**config.mk**
```make
export PLATFORM = sky130hd
export DESIGN_NAME = kmc_cell
export DESIGN_NICKNAME = d
export VERILOG_FILES = /design/src/hdl/kmc_pkg.sv /design/src/hdl/kmc_cell.sv
export SDC_FILE = /design/constraint.sdc
export NUM_CORES = 2
export LEC_CHECK = 0
export ABC_AREA = 1
export BUFFER_PORTS_ARGS = -buffer_cell sky130_fd_sc_hd__buf_4
export CAP_MARGIN = 20
export CORE_ASPECT_RATIO = 0.8
export CORE_UTILIZATION = 40
export CTS_BUF_LIST = sky130_fd_sc_hd__clkbuf_8
export CTS_CLUSTER_SIZE = 14
export DETAILED_ROUTE_END_ITERATION = 7
export SYNTH_ARGS = -nofsm -noshare
export SYNTH_HDL_FRONTEND = slang
export SYNTH_SLANG_ARGS = --single-unit
```
**constraint.sdc**
```tcl
create_clock -name clk -period 6.3 [get_ports clk]
set_clock_uncertainty 0.15 [all_clocks]
set_input_delay 0.315 -clock clk [delete_from_list [all_inputs] [get_ports clk]]
set_output_delay 0.315 -clock clk [all_outputs]
set_load 0.005 [all_outputs]
```
**src/hdl/kmc_pkg.sv**
```systemverilog
`timescale 1ns / 1ps
// ----------------------------------------------------------------------------
// kmc_pkg
// Shared types and constants of the k-means clustering engine.
// ----------------------------------------------------------------------------
package kmc_pkg;

	localparam int MAX_POINTS_DEF   = 1024;
	localparam int DIMENSIONS_DEF   = 4;
	localparam int MAX_CLUSTERS_DEF = 8;

	localparam int COORD_W = 16;
	localparam int THR_W   = 40;

	// command codes
	typedef enum logic [1:0] {
		CMD_LOAD_CENT  = 2'd0,
		CMD_LOAD_POINT = 2'd1,
		CMD_RUN        = 2'd2,
		CMD_READ       = 2'd3
	} cmd_t;

	// register indexes
	localparam logic [1:0] CFG_NUM_CLUSTERS = 2'd0;
	localparam logic [1:0] CFG_MAX_ITER     = 2'd1;
	localparam logic [1:0] CFG_THRESHOLD    = 2'd2;

	localparam logic [3:0]       NUM_CLUSTERS_RST = 4'd8;
	localparam logic [7:0]       MAX_ITER_RST     = 8'd100;
	localparam logic [THR_W-1:0] THRESHOLD_RST    = 40'd6553600;

	typedef struct packed {
		cmd_t                      command;
		logic signed [COORD_W-1:0] value;
		logic [9:0]                point_index;
		logic                      last_point;
	} item_t;

	typedef struct packed {
		logic [2:0] label;
		logic [7:0] iterations_used;
		logic       converged;
	} result_t;

	// per-iteration controls sent to every cell
	typedef struct packed {
		logic clear;
		logic div_start;
		logic update;
	} ctl_t;

endpackage

```
**src/hdl/kmc_cell.sv**
```systemverilog
`timescale 1ns / 1ps
// ----------------------------------------------------------------------------
// kmc_cell
// One cluster of the chain: holds a centroid, its running sums and count,
// scores each passing point and hands the best match on to its neighbor.
// ----------------------------------------------------------------------------
module kmc_cell #(
	parameter int DIMENSIONS = kmc_pkg::DIMENSIONS_DEF,
	parameter int CELL_ID    = 0,
	parameter int IDX_W      = 3,
	parameter int DIM_W      = 2,
	parameter int DIST_W     = 35,
	parameter int CNT_W      = 11,
	parameter int SUM_W      = 27,
	parameter int SH_W       = 38
) (
	input  logic                       clk,
	input  logic                       arst_n,
	input  kmc_pkg::ctl_t              ctl,
	input  logic                       en,
	input  logic                       ld_v,
	input  logic [IDX_W-1:0]           ld_cell,
	input  logic [DIM_W-1:0]           ld_dim,
	input  logic signed [15:0]         ld_x,
	input  logic                       v_in,
	input  logic signed [15:0]         x_in,
	input  logic [DIM_W-1:0]           dim_in,
	input  logic                       last_in,
	input  logic [DIST_W-1:0]          bd_in,
	input  logic [IDX_W-1:0]           bi_in,
	output logic                       v_out,
	output logic signed [15:0]         x_out,
	output logic [DIM_W-1:0]           dim_out,
	output logic                       last_out,
	output logic [DIST_W-1:0]          bd_out,
	output logic [IDX_W-1:0]           bi_out,
	input  logic                       bc_v,
	input  logic [IDX_W-1:0]           bc_idx,
	input  logic [DIMENSIONS*16-1:0]   bc_x,
	input  logic [SH_W-1:0]            sh_in,
	output logic [SH_W-1:0]            sh_out,
	output logic                       done
);

	localparam int BIT_W = $clog2(SUM_W);

	typedef enum logic [2:0] {
		DV_IDLE, DV_LOAD, DV_STEP, DV_FIX, DV_SQ, DV_ACC, DV_DONE
	} dv_state_t;

	logic signed [15:0]      cent_q [DIMENSIONS];
	logic signed [15:0]      new_q  [DIMENSIONS];
	logic signed [SUM_W-1:0] sum_q  [DIMENSIONS];
	logic [CNT_W-1:0]        cnt_q;

	logic                    v_s1, last_s1, v_s2, last_s2;
	logic signed [15:0]      x_s1, x_s2;
	logic [DIM_W-1:0]        dim_s1, dim_s2;
	logic [DIST_W-1:0]       bd_s1, bd_s2, acc_q, tot;
	logic [IDX_W-1:0]        bi_s1, bi_s2;
	logic signed [16:0]      diff_s1;
	logic signed [33:0]      prod;
	logic [31:0]             sq_s2;
	logic                    win;

	dv_state_t               dv_q;
	logic [DIM_W-1:0]        ddim_q;
	logic [SUM_W-1:0]        mag_q, quo_q, qs;
	logic                    neg_q;
	logic [CNT_W-1:0]        rem_q;
	logic [BIT_W-1:0]        bit_q;
	logic [CNT_W:0]          trial;
	logic                    ge;
	logic signed [15:0]      newval;
	logic signed [16:0]      dsh_q;
	logic signed [33:0]      dprod;
	logic [31:0]             dsq_q;
	logic [SH_W-1:0]         own_q, sh_q;

	// score the point against this centroid
	assign prod = diff_s1 * diff_s1;
	assign tot  = acc_q + DIST_W'(sq_s2);
	assign win  = en && (tot < bd_s2);

	always_ff @(posedge clk or negedge arst_n) begin
		if (!arst_n) begin
			v_s1  <= 1'b0;
			v_s2  <= 1'b0;
			v_out <= 1'b0;
			acc_q <= '0;
		end else begin
			v_s1  <= v_in;
			v_s2  <= v_s1;
			v_out <= v_s2;
			if (v_s2) begin
				acc_q <= last_s2 ? '0 : tot;
			end
		end
	end

	always_ff @(posedge clk) begin
		x_s1     <= x_in;
		dim_s1   <= dim_in;
		last_s1  <= last_in;
		bd_s1    <= bd_in;
		bi_s1    <= bi_in;
		diff_s1  <= 17'(x_in) - 17'(cent_q[dim_in]);
		x_s2     <= x_s1;
		dim_s2   <= dim_s1;
		last_s2  <= last_s1;
		bd_s2    <= bd_s1;
		bi_s2    <= bi_s1;
		sq_s2    <= prod[31:0];
		x_out    <= x_s2;
		dim_out  <= dim_s2;
		last_out <= last_s2;
		bd_out   <= (last_s2 && win) ? tot : bd_s2;
		bi_out   <= (last_s2 && win) ? IDX_W'(CELL_ID) : bi_s2;
	end

	// accumulate the points assigned to this cluster
	always_ff @(posedge clk) begin
		if (ctl.clear) begin
			cnt_q <= '0;
			for (int d = 0; d < DIMENSIONS; d++) begin
				sum_q[d] <= '0;
			end
		end else if (bc_v && bc_idx == IDX_W'(CELL_ID)) begin
			cnt_q <= cnt_q + 1'b1;
			for (int d = 0; d < DIMENSIONS; d++) begin
				sum_q[d] <= sum_q[d] + SUM_W'($signed(bc_x[d*16 +: 16]));
			end
		end
	end

	// centroid: update from the averages, then loads take priority
	always_ff @(posedge clk) begin
		if (ctl.update && en) begin
			for (int d = 0; d < DIMENSIONS; d++) begin
				cent_q[d] <= new_q[d];
			end
		end
		if (ld_v && ld_cell == IDX_W'(CELL_ID)) begin
			cent_q[ld_dim] <= ld_x;
		end
	end

	// restoring divide step and shift terms
	assign trial  = {rem_q, mag_q[SUM_W-1]};
	assign ge     = trial >= {1'b0, cnt_q};
	assign qs     = neg_q ? (~quo_q + 1'b1) : quo_q;
	assign newval = (cnt_q == '0) ? 16'sd0 : $signed(qs[15:0]);
	assign dprod  = dsh_q * dsh_q;

	always_ff @(posedge clk or negedge arst_n) begin
		if (!arst_n) begin
			dv_q   <= DV_IDLE;
			ddim_q <= '0;
			mag_q  <= '0;
			quo_q  <= '0;
			neg_q  <= 1'b0;
			rem_q  <= '0;
			bit_q  <= '0;
			dsh_q  <= '0;
			dsq_q  <= '0;
			own_q  <= '0;
			for (int d = 0; d < DIMENSIONS; d++) begin
				new_q[d] <= '0;
			end
		end else if (ctl.clear) begin
			dv_q <= DV_IDLE;
		end else if (ctl.div_start) begin
			dv_q   <= DV_LOAD;
			ddim_q <= '0;
			own_q  <= '0;
		end else begin
			unique case (dv_q)
				DV_LOAD: begin
					neg_q <= sum_q[ddim_q][SUM_W-1];
					mag_q <= sum_q[ddim_q][SUM_W-1] ? SUM_W'(-sum_q[ddim_q]) : sum_q[ddim_q];
					rem_q <= '0;
					quo_q <= '0;
					bit_q <= BIT_W'(SUM_W - 1);
					dv_q  <= DV_STEP;
				end
				DV_STEP: begin
					rem_q <= ge ? CNT_W'(trial - {1'b0, cnt_q}) : CNT_W'(trial);
					quo_q <= {quo_q[SUM_W-2:0], ge};
					mag_q <= {mag_q[SUM_W-2:0], 1'b0};
					bit_q <= bit_q - 1'b1;
					if (bit_q == '0) begin
						dv_q <= DV_FIX;
					end
				end
				DV_FIX: begin
					new_q[ddim_q] <= newval;
					dsh_q <= 17'(cent_q[ddim_q]) - 17'(newval);
					dv_q  <= DV_SQ;
				end
				DV_SQ: begin
					dsq_q <= dprod[31:0];
					dv_q  <= DV_ACC;
				end
				DV_ACC: begin
					if (en) begin
						own_q <= own_q + SH_W'(dsq_q);
					end
					ddim_q <= ddim_q + 1'b1;
					dv_q   <= (ddim_q == DIM_W'(DIMENSIONS - 1)) ? DV_DONE : DV_LOAD;
				end
				DV_IDLE, DV_DONE: begin
					dv_q <= dv_q;
				end
				default: dv_q <= DV_IDLE;
			endcase
		end
	end

	// running total of the shift along the chain
	always_ff @(posedge clk or negedge arst_n) begin
		if (!arst_n) begin
			sh_q <= '0;
		end else begin
			sh_q <= sh_in + own_q;
		end
	end

	assign sh_out = sh_q;
	assign done   = (dv_q == DV_DONE);

endmodule

```
# --- Word-level counts from Yosys, hierarchy flattened ---
# Memory sizes are Yosys's and may differ from the RTL's.
# Index checks and enable logic that the tools add are counted.
op_classes:
  n_addsub: 15
  n_mul: 2
  order_cmp: 4
  eq_ne: 9
  muxes: 36
  bitwise: 8
  reduce_logical: 22
op_table:
  columns: ["operator", "n"]
  rows:
  - ["$mux 27", 5]
  - ["$mux 38", 3]
  - ["$add 27x16->27", 4]
  - ["$mux 35", 2]
  - ["$bwmux 64", 1]
  - ["$mul 17x17->32", 2]
  - ["$pmux 27 s2", 1]
  - ["$mux 16", 3]
  - ["$add 38x32->38", 1]
  - ["$add 38x38->38", 1]
  - ["$add 35x32->35", 1]
  - ["$lt 35x35->1", 1]
  - ["$sub 16x16->17", 2]
  - ["$demux 16 s2", 1]
  - ["$pmux 16 s2", 1]
  - ["$neg 27->27", 1]
  - ["$pmux 11 s2", 1]
  - ["$pmux 3 s6", 1]
  - ["$add 16x1->16 const B", 1]
  - ["$not 16->16", 1]
  - ["$reduce_and 3->1", 5]
  - ["$ge 12x11->1", 1]
  - ["$mux 3", 4]
  - ["$add 11x1->11 const B", 1]
  - ["other kinds (25)", 51]
word_totals:
  regBits: 523
  ram_bits: 172
  memories: 2
mem_list:
  columns: ["memory", "words", "width", "read_ports", "rd_clocked_by_memory_dff", "wr", "line", "rtl"]
  rows:
  - ["sum_q", 4, 27, 5, 0, 4, "kmc_cell.sv:53", "logic signed [SUM_W-1:0] sum_q [DIMENSIONS];"]
  - ["cent_q", 4, 16, 2, 0, 5, "kmc_cell.sv:51", "logic signed [15:0] cent_q [DIMENSIONS];"]

# --- Depth between registers and ports, before layout ---
depth:
  word_depth: 6
  ltp_mapped: 27
  ltp_nobuf: 25

# --- Least setup slack after synthesis ---
# Ideal clock, no wire load.
synth_timing:
  path_kind: "reg2reg"
  start: "reg dsh_q[16]"
  end: "reg dsq_q[30]"
  setup_ns: 0.117
  t_arrival_ns: 5.870
  required_time_ns: 6.033
  slack_ns: 0.163
  path_stages_with_launch: 24
  synth_period_minus_slack_ns: 6.137
  path_cell_list: "dfrtp_1 clkbuf_1 buf_1 nand2_1 inv_1 fa_1 inv_1 fa_1 inv_1 fa_1 inv_1 fa_1 fa_1 fa_1 inv_1 ha_1 inv_1 nor3_1 nand2_1 or2_2 nand3_1 nand2_1 nand3_1 nand2_1"
synth_between:
  elab_chain_len: 1
synth_lines:
  columns: ["element", "line", "rtl"]
  rows:
  - ["start, declared", "kmc_cell.sv:75", "logic signed [16:0] dsh_q;"]
  - ["start signal, assigned", "kmc_cell.sv:197", "dsh_q <= 17'(cent_q[ddim_q]) - 17'(newval);"]
  - ["$mul 17x17->32", "kmc_cell.sv:153", "assign dprod = dsh_q * dsh_q;"]
  - ["end signal, assigned", "kmc_cell.sv:201", "dsq_q <= dprod[31:0];"]
  - ["end, declared", "kmc_cell.sv:77", "logic [31:0] dsq_q;"]
# Every way passes these cells.
# A chain may end at the register's enable or synchronous reset.

# --- Worst setup path in the final report ---
layout_timing:
  start: "reg dsh_q[10]"
  end: "reg dsq_q[23]"
# Same word-level chain as after synthesis.

==> metrics.log <==
[metrics] WS Path Type: flip-flop to flip-flop
[metrics] Synthesis Warnings: 0
[metrics] Post-synth EDFFs: 172
[metrics] die area: 0.1520 mm^2
[metrics] DRT iter0 DRCs: 4,240
[metrics] element type at the critical path start: flip-flop
[metrics] total nets after synthesis: 8,843
[metrics] final count of hold timing violations: 0
[metrics] dpl hpwl: 149,500 um
[metrics] min Tclk post-route: 5.994 ns
[metrics] RSZ-0062 raised after global routing: no
[metrics] Die Ht: 349.0 um
[metrics] design area: 0.07025 mm^2
[metrics] Unique masters post-synth: 69
[metrics] clock-pin slew reported for the worst setup and hold paths after clock tree synthesis: 0.06 ns
[metrics] CTS Buf Count: 121
[metrics] number of fillers in the final layout: 14,730
[metrics] type of the worst min-delay path: input port to flip-flop
[metrics] total vias in the final route: 52,540
[metrics] Final Slew Violations: 0
[metrics] pin count of the biggest net entering global routing: 133
[metrics] Critical Path AT: 6.54 ns
[metrics] Floorplan Core Area: 0.1485 mm^2
[metrics] antenna violations before repair: 5
[metrics] remaining design rule violation count: 0
[metrics] result of the run: completed
[metrics] CP endpoint kind: flip-flop
[metrics] synthesis-to-finish area growth: 16.71%
[metrics] sequential share of the synthesized area: 28.33%
[metrics] starting density of the core: 40.53%
[metrics] maximum net fanout on the critical path: 9
[metrics] global-route usage over all layers: 24.71%
[metrics] via density per instance: 5.078
[metrics] source-to-sink clock delay at the later pin of the worst-skew pair: 0.91 ns
[metrics] actual slew at the worst max-slew pin: 1.039 ns
[metrics] x dimension of the die: 435.7 um
[metrics] wire length of the first global-routing pass: 296,900 um
[metrics] total routed wirelength: 187,600 um
[metrics] share of layout cells above drive strength 1: 8.137%
[metrics] post-synthesis instance area: 0.06019 mm^2
[metrics] max_slew headroom: 30.59%
[metrics] number of cells produced by synthesis: 7,667
[metrics] Synth Flop Type: sky130_fd_sc_hd__dfrtp_1
[metrics] Longest Clk Path Bufs: 3
[metrics] post-synthesis average cell area: 7.851 um^2
[metrics] Final nets: 9,429
[metrics] MaxCap Viol Count: 0
[metrics] buffer cell driving the clock tree root: sky130_fd_sc_hd__clkbuf_8
[metrics] clock tree from TritonCTS: done
[metrics] achievable clock frequency: 166.8 MHz
[metrics] post-synthesis register bit count: 693
[metrics] post-route setup TNS: 0 ns
[metrics] number of global-route vias before repair: 51,970
[metrics] Post-Route Utilization: 47.30%
[metrics] Post-synth ARST share: 41.99%
[metrics] std cell rows: 126
[metrics] leftover overflow at the end of global routing: 0
[metrics] period utilisation layout: 95.14%
[metrics] routed length per placed instance: 18.14 um
[metrics] number of H-tree levels: 3
[metrics] TritonCTS Sinks: 693
[metrics] count of antenna-violating nets left after detailed routing: 0
[metrics] required time at the endpoint of the critical path: 6.85 ns
[metrics] number of optimization iterations in the first detailed-route pass: 5
[metrics] number of top-level pins: 289
[metrics] final count of negative-setup-slack endpoints: 0
[metrics] Post-Place Cell Area: 0.06478 mm^2
[metrics] global placer's final weighted congestion: 0.9569
[metrics] I/O Buffers: 288
registers in the layout, summed over array words and instances, names as in the netlist, 17 cells and up:
signal   count
bd_s2       35
new_q       64
acc_q       35
bd_s1       35
cent_q      64
bd_out      35
sum_q      108
diff_s1     17
sq_s2       31
dsh_q       17
own_q       38
mag_q       27
sh_out      38
dsq_q       31
per-stage QoR:
| step | instances | hold WS (ns) | worst slack (ns) |
|---|---|---|---|
| 2_1_floorplan | 7667 | -0.1306 | 0.1627 |
| 3_3_place_gp | 9841 | 0.1130 | 0.1570 |
| 3_5_place_dp | 9841 | 0.1116 | 0.1310 |
| 4_1_cts | 10340 | 0.003761 | 0.1167 |
| 5_1_grt | 10340 | 0.03666 | 0.01435 |
| 6_report | 10350 | 0.07247 | 0.3060 |
critical path, stage by stage, from the launching register on:
cell                      delay, ns
sky130_fd_sc_hd__dfrtp_2       0.50
sky130_fd_sc_hd__buf_4         0.21
sky130_fd_sc_hd__buf_4         0.16
sky130_fd_sc_hd__nand2_1       0.09
sky130_fd_sc_hd__inv_1         0.07
sky130_fd_sc_hd__ha_1          0.28
sky130_fd_sc_hd__xor2_1        0.21
sky130_fd_sc_hd__fa_1          0.52
sky130_fd_sc_hd__fa_1          0.58
sky130_fd_sc_hd__fa_1          0.43
sky130_fd_sc_hd__fa_1          0.49
sky130_fd_sc_hd__inv_1         0.05
sky130_fd_sc_hd__fa_1          0.47
sky130_fd_sc_hd__inv_1         0.04
sky130_fd_sc_hd__ha_1          0.38
sky130_fd_sc_hd__a21oi_1       0.22
sky130_fd_sc_hd__o21ai_0       0.21
sky130_fd_sc_hd__a21oi_2       0.21
sky130_fd_sc_hd__nand2_1       0.12
sky130_fd_sc_hd__a21oi_1       0.18
sky130_fd_sc_hd__xor2_1        0.19
sky130_fd_sc_hd__o21ai_0       0.11
what timing repair did:
item / in CTS / in global routing
endpoints found under the hold margin: 597 / 0
hold buffers: 271 / 0
endpoints found under the setup margin: 0 / 17
buffers inserted: 0 / 1
gates resized for setup: 0 / 15
synthesized netlist by cell type (13+ instances only):
cell / n / area share, %
sky130_fd_sc_hd__buf_2: 36 / 0.30
sky130_fd_sc_hd__dfrtp_1: 291 / 12
sky130_fd_sc_hd__nand3b_1: 16 / 0.20
sky130_fd_sc_hd__o21ai_1: 39 / 0.32
sky130_fd_sc_hd__clkbuf_1: 133 / 0.83
sky130_fd_sc_hd__a21boi_0: 14 / 0.17
sky130_fd_sc_hd__nand4_1: 60 / 0.62
sky130_fd_sc_hd__inv_2: 13 / 0.081
sky130_fd_sc_hd__o211ai_1: 17 / 0.21
sky130_fd_sc_hd__edfxtp_1: 172 / 8.6
sky130_fd_sc_hd__a21oi_1: 479 / 4.0
sky130_fd_sc_hd__o21bai_1: 47 / 0.59
sky130_fd_sc_hd__nand3_1: 300 / 2.5
sky130_fd_sc_hd__o22ai_1: 18 / 0.19
sky130_fd_sc_hd__nor2_1: 535 / 3.3
sky130_fd_sc_hd__xor2_1: 120 / 1.7
sky130_fd_sc_hd__xnor2_1: 62 / 0.90
sky130_fd_sc_hd__o31ai_1: 16 / 0.20
sky130_fd_sc_hd__or2_2: 23 / 0.24
sky130_fd_sc_hd__o21ai_0: 517 / 4.3
sky130_fd_sc_hd__ha_1: 466 / 9.7
sky130_fd_sc_hd__nor3_1: 63 / 0.52
sky130_fd_sc_hd__a31oi_1: 30 / 0.31
sky130_fd_sc_hd__nor2_2: 14 / 0.15
sky130_fd_sc_hd__o21a_1: 29 / 0.36
sky130_fd_sc_hd__fa_1: 518 / 17
sky130_fd_sc_hd__a21o_1: 51 / 0.64
sky130_fd_sc_hd__a22oi_1: 27 / 0.34
sky130_fd_sc_hd__inv_1: 1348 / 8.4
sky130_fd_sc_hd__nand2_1: 1840 / 11
sky130_fd_sc_hd__dfxtp_1: 230 / 7.6
sky130_fd_sc_hd__nor4_1: 29 / 0.30
logic make-up (layout without fill, tap and decap cells):
kind of cell,after synthesis,after routing,synth area share (%)
other,0,5,0
xor gates and xnor gates,182,182,2.648
DFF,693,693,28.33
adders and majority gates,984,984,26.92
and+or+nand+nor,2922,2922,19.95
buffers and inverters,1557,2247,9.905
AOI/OAI and AO/OA,1329,1329,12.26
cells in the final DEF, fill, tap and decap left out, types with 30 or more instances in the layout:
cell                            instances
sky130_fd_sc_hd__nand2_1             1839
sky130_fd_sc_hd__inv_1               1381
sky130_fd_sc_hd__nor2_1               532
sky130_fd_sc_hd__fa_1                 518
sky130_fd_sc_hd__o21ai_0              516
sky130_fd_sc_hd__a21oi_1              478
sky130_fd_sc_hd__ha_1                 466
sky130_fd_sc_hd__buf_4                379
sky130_fd_sc_hd__nand3_1              300
sky130_fd_sc_hd__dfrtp_1              282
sky130_fd_sc_hd__dlygate4sd3_1        270
sky130_fd_sc_hd__dfxtp_1              226
sky130_fd_sc_hd__edfxtp_1             172
sky130_fd_sc_hd__clkbuf_8             146
sky130_fd_sc_hd__xor2_1               120
sky130_fd_sc_hd__xnor2_1               62
sky130_fd_sc_hd__nor3_1                62
sky130_fd_sc_hd__nand4_1               60
sky130_fd_sc_hd__a21o_1                51
sky130_fd_sc_hd__o21bai_1              47
sky130_fd_sc_hd__o21ai_1               39
sky130_fd_sc_hd__a31oi_1               30
final cells by class:
cell class | instances | area [um^2] | area share (%)
tap | 1984 | 2482 | 3.534
multi-input combinational | 5417 | 37210 | 52.97
timing repair buffer | 655 | 5678 | 8.082
clock buffer | 146 | 2009 | 2.860
antenna | 5 | 12.51 | 0.01781
inverter | 1365 | 5129 | 7.300
sequential | 693 | 17070 | 24.30
clock inverter | 81 | 661.9 | 0.9422
layer usage:
layer	up-vias	share of wire, %	GRT usage (%)
li1	25660	-	-
met1	25100	49	36.64
met2	1571	43	38.15
met3	210	6.1	3.108
met4	0	2.2	5.627
met5	-	0	0
worst paths after layout:
path | from | end | slack, ns | cells after the start
worst min register to register | bd_s1[0] | bd_s2[0] | 0.16 | 0
min in group asynchronous | arst_n | dsq_q[5] | 0.43 | 4
max in group asynchronous | arst_n | rem_q[6] | 4.61 | 4
worst min-delay path | ld_dim[0] | cent_q[3][2] | 0.07 | 4
worst max register to register | dsh_q[10] | dsq_q[23] | 0.31 | 21
worst max-delay path | dsh_q[10] | dsq_q[23] | 0.31 | 21
Power is not shown: default switching activity piles up to over one toggle a cycle in this logic, so the estimate is an artifact.
